[src/locally_connected_1d_layer_unit_assert.svh]
// Assertion macros for the locally connected 1D layer unit.
`ifndef LOCALLY_CONNECTED_1D_LAYER_UNIT_ASSERT_SVH
`define LOCALLY_CONNECTED_1D_LAYER_UNIT_ASSERT_SVH
// Implication checked on every clock edge outside reset.
`define LC_ASSERT_IMP(label, clk, rst, ante, cons, msg) \
   label: assert property (@(posedge clk) disable iff (rst) (ante) |-> (cons)) else $error(msg);
// Next-cycle implication checked outside reset.
`define LC_ASSERT_NXT(label, clk, rst, ante, cons, msg) \
   label: assert property (@(posedge clk) disable iff (rst) (ante) |=> (cons)) else $error(msg);
`endif

[src/lc1d_pkg.sv]
// Package with constants, types and helpers for the locally connected 1D layer unit.
`timescale 1ns / 1ps
package lc1d_pkg;
   localparam int CHANNELS  = 4;
   localparam int KERNEL    = 3;
   localparam int FILTERS   = 8;
   localparam int POSITIONS = 64;
   localparam int WIN_LEN   = KERNEL * CHANNELS;
   localparam int W_DEPTH   = POSITIONS * FILTERS * WIN_LEN;
   localparam int B_DEPTH   = POSITIONS * FILTERS;
   localparam int WIN_W     = $clog2(WIN_LEN);
   localparam int WA_W      = $clog2(W_DEPTH);
   localparam int BA_W      = $clog2(B_DEPTH);
   localparam int ACC_W     = 40;

   localparam logic [1:0] OP_WEIGHT = 2'd0;
   localparam logic [1:0] OP_BIAS   = 2'd1;
   localparam logic [1:0] OP_SAMPLE = 2'd2;

   localparam logic [1:0] CSR_POSITIONS = 2'd0;
   localparam logic [1:0] CSR_FILTERS   = 2'd1;
   localparam logic [1:0] CSR_TAPS      = 2'd2;

   typedef enum logic [2:0] {
      ST_IDLE, ST_FETCH, ST_MAC, ST_DONE, ST_OUT
   } state_type;

   // Control handed from the sequencer to the cell row.
   typedef struct packed {
      logic clear;   // zero the window
      logic shift;   // shift a sample in
      logic rotate;  // rotate the window by one cell
   } win_ctl_type;
endpackage

[src/lc1d_cell.sv]
// One window cell: holds a sample and passes it to its neighbor.
`timescale 1ns / 1ps
module lc1d_cell (
   input  logic                clock,
   input  logic                reset,
   input  lc1d_pkg::win_ctl_type ctl,
   input  logic signed [15:0]  from_next,
   output logic signed [15:0]  data
);
   import lc1d_pkg::*;
   logic signed [15:0] data_ff, data_in;
   always_comb begin
      data_in = data_ff;
      if (ctl.clear) data_in = '0;
      else if (ctl.shift || ctl.rotate) data_in = from_next;
   end
   always_ff @(posedge clock) begin
      if (reset) data_ff <= '0;
      else data_ff <= data_in;
   end
   assign data = data_ff;
endmodule

[src/lc1d_window.sv]
// Row of window cells; cell 0 is oldest, new samples enter at the top.
`timescale 1ns / 1ps
module lc1d_window (
   input  logic                  clock,
   input  logic                  reset,
   input  lc1d_pkg::win_ctl_type ctl,
   input  logic signed [15:0]    sample,
   input  logic [lc1d_pkg::WIN_W-1:0] head,
   output logic signed [15:0]    tap_out
);
   import lc1d_pkg::*;
   logic signed [15:0] cell_q [WIN_LEN];
   // Rotation feeds cell 0 back into the cell at head, so the active part
   // of the window cycles past cell 0 one element per cycle.
   for (genvar i = 0; i < WIN_LEN; i++) begin : g_cell
      logic signed [15:0] nxt;
      win_ctl_type c;
      always_comb begin
         c = ctl;
         if (ctl.rotate && (WIN_W'(i) > head)) c.rotate = 1'b0;
         // A sample that starts a sequence lands in the top cell while the
         // rest of the row is cleared.
         if (ctl.clear && ctl.shift && (i == WIN_LEN - 1)) c.clear = 1'b0;
         if (ctl.shift) nxt = (i == WIN_LEN - 1) ? sample : cell_q[(i + 1) % WIN_LEN];
         else if (WIN_W'(i) == head) nxt = cell_q[0];
         else nxt = cell_q[(i + 1) % WIN_LEN];
      end
      lc1d_cell u_cell (.clock, .reset, .ctl(c), .from_next(nxt), .data(cell_q[i]));
   end
   assign tap_out = cell_q[0];
endmodule

[config.mk]
export PLATFORM = sky130hd
export DESIGN_NAME = lc1d_window
export DESIGN_NICKNAME = d
export VERILOG_FILES = /design/src/locally_connected_1d_layer_unit_assert.svh /design/src/lc1d_pkg.sv /design/src/lc1d_cell.sv /design/src/lc1d_window.sv
export SDC_FILE = /design/constraint.sdc
export NUM_CORES = 1
export LEC_CHECK = 0
export BUFFER_PORTS_ARGS = -buffer_cell sky130_fd_sc_hd__clkbuf_2
export CAP_MARGIN = 10
export CORE_MARGIN = 4
export CORE_UTILIZATION = 57
export DETAILED_ROUTE_END_ITERATION = 8
export GPL_TIMING_DRIVEN = 1
export MAX_ROUTING_LAYER = met4
export PLACE_DENSITY = 0.75
export RECOVER_POWER = 100
export SYNTH_ARGS = -nofsm -noshare
export SYNTH_HDL_FRONTEND = slang
export SYNTH_HIERARCHICAL = 1
export SYNTH_SLANG_ARGS = --single-unit
export TNS_END_PERCENT = 30
[constraint.sdc]
create_clock -name clock -period 1.6 [get_ports clock]
set_input_delay 0.16 -clock clock [delete_from_list [all_inputs] [get_ports clock]]
set_output_delay 0.16 -clock clock [all_outputs]
set_load 0.05 [all_outputs]
**Word-level counts from Yosys, hierarchy flattened**

Cells that the tools add are included.

- Input bits: 25
- Output and inout bits: 16
- Bits in registers: 192
- Memories: 0
- Logic and storage cells: 100
- Bits in read-only memories: 0
- Bits in latches: 0
- Memory bits (writable): 0

- Shifts and indexed selects: 0
- Mux-type cells: 36
- Multiply operators: 0
- Equality and inequality tests: 11
- Bitwise gates (word level): 0
- Magnitude comparators: 12
- Div/mod/pow operators: 0
- Reduce and logical (&&, ||, !) cells: 29
- Add/sub/neg operators: 0

Operator list:

| cell | number |
|---|---|
| 2-to-1 mux 16 bit | 23 |
| == test 3 x 4 -> 1 bit (first input constant) | 4 |
| greater-than comparator 3 x 4 -> 1 bit (first input constant) | 4 |
| greater-than comparator 4 bit (first input constant) | 4 |
| logical AND 1 bit | 13 |
| 2-to-1 mux 1 bit | 13 |
| == test 4 bit (first input constant) | 3 |
| logical OR 1 bit | 12 |
| == test 2 x 4 -> 1 bit (first input constant) | 2 |
| greater-than comparator 1 x 4 -> 1 bit (first input constant) | 2 |
| greater-than comparator 2 x 4 -> 1 bit (first input constant) | 2 |
| == test 1 x 4 -> 1 bit (first input constant) | 1 |
| zero test 4 bit | 1 |
| OR reduction 2 bit | 2 |
| != test 2 bit (second input constant) | 1 |
| AND reduction 2 bit | 1 |

**Logic depth before layout (Yosys ltp)**

- Depth after elaboration: 5
- Gate-level depth with buffers: 7
- Mapped depth without buffers: 5

**Hierarchy**

Netlist, hierarchy kept.

By module, submodules not included:

| module | cells an instance | seq. area each (um^2) | times used | area each (um^2) |
|---|---|---|---|---|
| lc1d_cell | 73 | 320.3 | 12 | 674.4 |
| lc1d_window | 262 | 0.0 | 1 | 2626.3 |

**Least setup slack after synthesis**

OpenSTA, ideal clock, no wires.

- Path kind: input port to flip-flop
- Start point: in head[3] (netlist bit)
- End point: reg g_cell[7].u_cell.data_ff[13]
- Setup time: 0.125 ns
- Arrival time: 1.491 ns
- Setup slack: -0.016 ns
- Stages: 7
- Data required time: 1.475 ns
- Path buffers: 2
- Path through: buf_2 -> nor2b_4 -> nor3b_4 -> buf_4 -> mux2_2 -> o21ai_1 -> a21oi_1

- Elaborated cells on any way between the ends: 7
- Classes of those cells: order compare: 1; eq/ne: 1; mux: 3; reduce/logical: 2

RTL lines:

| item | RTL line | source |
|---|---|---|
| start: declaration | lc1d_window.sv:8 | `input logic [lc1d_pkg::WIN_W-1:0] head,` |
| == test 3 x 4 -> 1 bit | lc1d_window.sv:25 | `else if (WIN_W'(i) == head) nxt = cell_q[0];` |
| 2-to-1 mux 16 bit | lc1d_window.sv:25 |  |
| 2-to-1 mux 16 bit | lc1d_window.sv:24 | `if (ctl.shift) nxt = (i == WIN_LEN - 1) ? sample : cell_q[(i + 1) % WIN_LEN];` |
| named net g_cell[7].nxt[13] | lc1d_window.sv:16 | `logic signed [15:0] nxt;` |
| end signal: assignment | lc1d_cell.sv:19 | `else data_ff <= data_in;` |
| end: declaration | lc1d_cell.sv:11 | `logic signed [15:0] data_ff, data_in;` |

The timed path passes the listed nets, and every way through them passes these cells.
A chain may end at the register's enable or synchronous reset.

**Final worst setup path**

- Start point: reg g_cell[0].u_cell.data_ff[8]
- End point: out tap_out[8]

RTL lines:

| item | RTL line | source |
|---|---|---|
| start: declaration | lc1d_cell.sv:11 |  |
| start signal: assignment | lc1d_cell.sv:19 |  |
| end: declaration | lc1d_window.sv:9 | `output logic signed [15:0] tap_out` |

No word-level cell between the ends.

==> flow_metrics.tcl <==
set metrics [dict create \
    cts.sinks 192 \
    worst_skew_pair.late_latency_ns 0.44 \
    first_pass_iters 4 \
    dieArea_um2 21100 \
    grt_pass1_vias 8040 \
    min_period_over_period_pct 94.6 \
    max_stage_delay_ns 0.35 \
    finalPower_w 0.0103 \
    cpMaxStageDelayCell "dfxtp_1" \
    ys_seq_area_share_pct 35.9 \
    grt_overflow 0 \
    fill_cells 1461 \
    pwr_density_cell_nw_per_um2 872 \
    antenna_cells 0 \
    utilization_pct 65.0 \
    cts_htree_levels 4 \
    port_buffers 40 \
    status "complete, no violations" \
    start_util_pct 58.9 \
    slew_violations 0 \
    path_clk_slew_ns 0.08 \
    synthCells 1138 \
    timing.final.ws_setup_ns 0.0861 \
    setup_viol_count_final 0 \
    synth_fp_nets 1163 \
    initialDrtViolationCount 559 \
    worstPathArrival_ns 1.35 \
    yosys_register_bits 192 \
    syn2layout_area_growth_pct 10.3 \
    cts_tree "yes" \
    worst_slew_pin_slew_ns 0.516 \
    dr_total_vias 8453 \
    clk_root_buffer_cell "clkbuf_16" \
    synth.distinct_cells 30 \
    max_freq_ghz 0.661 \
    grt_setup_unrepaired "false" \
    grt_pass1_wl_um 42400 \
    grt_usage_pct 24.6 \
    cts_inserted_buffers 17 \
    cap_violations 0 \
    multiInputGateArea_um2 6090 \
    avgSynthCellArea_um2 9.42 \
    place.gp.congestion 0.826 \
    io_pins 41 \
    p_leak_nw 4.05 \
    fin_skew_ns 0.0163 \
    viasPerCell 6.13 \
    die-width_um 145 \
    largest_reg_flops 192 \
    drc 0 \
    min_period_ns 1.51 \
    synth_area_um2 10700 \
    layout.nets 1161 \
    ant_nets 0 \
    ys_warn_count 6 \
    crit_required_ns 1.44 \
    hp-class "input port to flop" \
    drive_gt1_share_pct 29.9 \
    post-dp-hpwl_um 16200 \
    wirelength_um 25200 \
    cp-end-kind "primary output" \
    coreArea_um2 18200 \
    wl_per_cell_um 18.3 \
    mostFrequentLayoutCell "a21oi_1" \
    slew-limit-headroom_pct 65.6 \
    rows 49 \
    dpl_worst_slack_ns -0.0414 \
    hold_violations 0 \
    grt_antenna_before_repair 0 \
    die_h_um 145 \
    seqCellArea_um2 3850 \
    cts_setup_buffers 0 \
    crit_chain "clkbuf_4 > clkbuf_2" \
    most-common-layout-cells "a21oi_1 (194), mux2_2 (192), or3b_1 (192)" \
    ir_drop_uv 837 \
    worstSetupPathType "flop to primary output" \
    grt_max_degree 122 \
    cp-start-kind "flop" \
    clockBufferDepth 2 \
    cp_max_fo 12 \
]
==> Yosys cell counts, drive strengths merged <==
master    n  area share [%]
clkbuf   66             2.5
nand2    11            0.55
nor4      1            0.20
o31a      1           0.082
nor3b     3            0.47
or3b    192              16
nor2      5            0.18
inv       1           0.035
nor3      2            0.14
a21oi   194             9.1
and2b     2            0.15
dfxtp   192              36
o21ai   192             9.0
a21boi    1           0.070
nor2b     4            0.30
a31oi     1           0.058
mux2    192              20
or2      12            0.70
o41a      1            0.11
buf      63             4.6
o21a      2            0.14
==> cell type report <==
| cell class | instances | area share (%) |
|---|---|---|
| Tap cell | 229 | 2.42 |
| Multi-Input combinational cell | 816 | 51.5 |
| Timing Repair Buffer | 108 | 7.91 |
| Clock inverter | 14 | 1.85 |
| Sequential cell | 192 | 32.5 |
| Inverter | 1 | 0.0317 |
| Clock buffer | 18 | 3.71 |
==> report_power, final <==
group | internal (W) | switching [W]
Sequential | 0.00479 | 0.00000788
Combinational | 0.000256 | 0.000492
Clock | 0.00273 | 0.00204
Total | 0.00778 | 0.00254
==> through the flow <==
stage / hold slack, ns / instances / area, um2 / TNS (ns)
floorplan: 0.337 / 1138 / 10700 / 0
global placement: 0.533 / 1346 / 11300 / -0.0661
detailed placement: 0.533 / 1346 / 11300 / -0.740
CTS: 0.120 / 1378 / 11900 / 0
global route: 0.155 / 1378 / 11800 / 0
finish: 0.141 / 1378 / 11800 / 0
==> final timing paths <==
path                                           start                                 endpoint  slack (ns)  cells after the start
min reg2reg  g_cell[11].u_cell/data[12]$_SDFFE_PP0P_  g_cell[11].u_cell/data[12]$_SDFFE_PP0P_        0.55                      2
max reg2reg   g_cell[0].u_cell/data[12]$_SDFFE_PP0P_   g_cell[7].u_cell/data[12]$_SDFFE_PP0P_        0.34                      4
max            g_cell[0].u_cell/data[8]$_SDFFE_PP0P_                               tap_out[8]        0.09                      2
min                                       sample[14]  g_cell[11].u_cell/data[14]$_SDFFE_PP0P_        0.14                      4
==> worst max-delay path, delay by kind of cell, from the launching register on <==
family / cells / cell delay (ns)
buffers and inverters: 2 / 0.56
flip-flops: 1 / 0.35
==> repair_timing <==
item,in CTS,in global routing
setup endpoints to repair,4,0
hold buffers,0,0
gates resized for setup,4,0
==> routing by layer <==
metal	wire length [um]	track usage, %	vias up
li1	-	-	4198
met1	11900	33.7	4028
met2	11800	37.9	204
met3	1230	4.43	23
met4	282	5.98	0
met5	0	-	-
==> kinds of logic after synthesis <==
| group | share of synthesized area [%] |
|---|---|
| compound gates | 18.5 |
| buf+inv | 7.12 |
| flops | 35.9 |
| mux | 20.2 |
| simple gates | 18.4 |
Note: power is estimated with default switching activity, not from simulation.
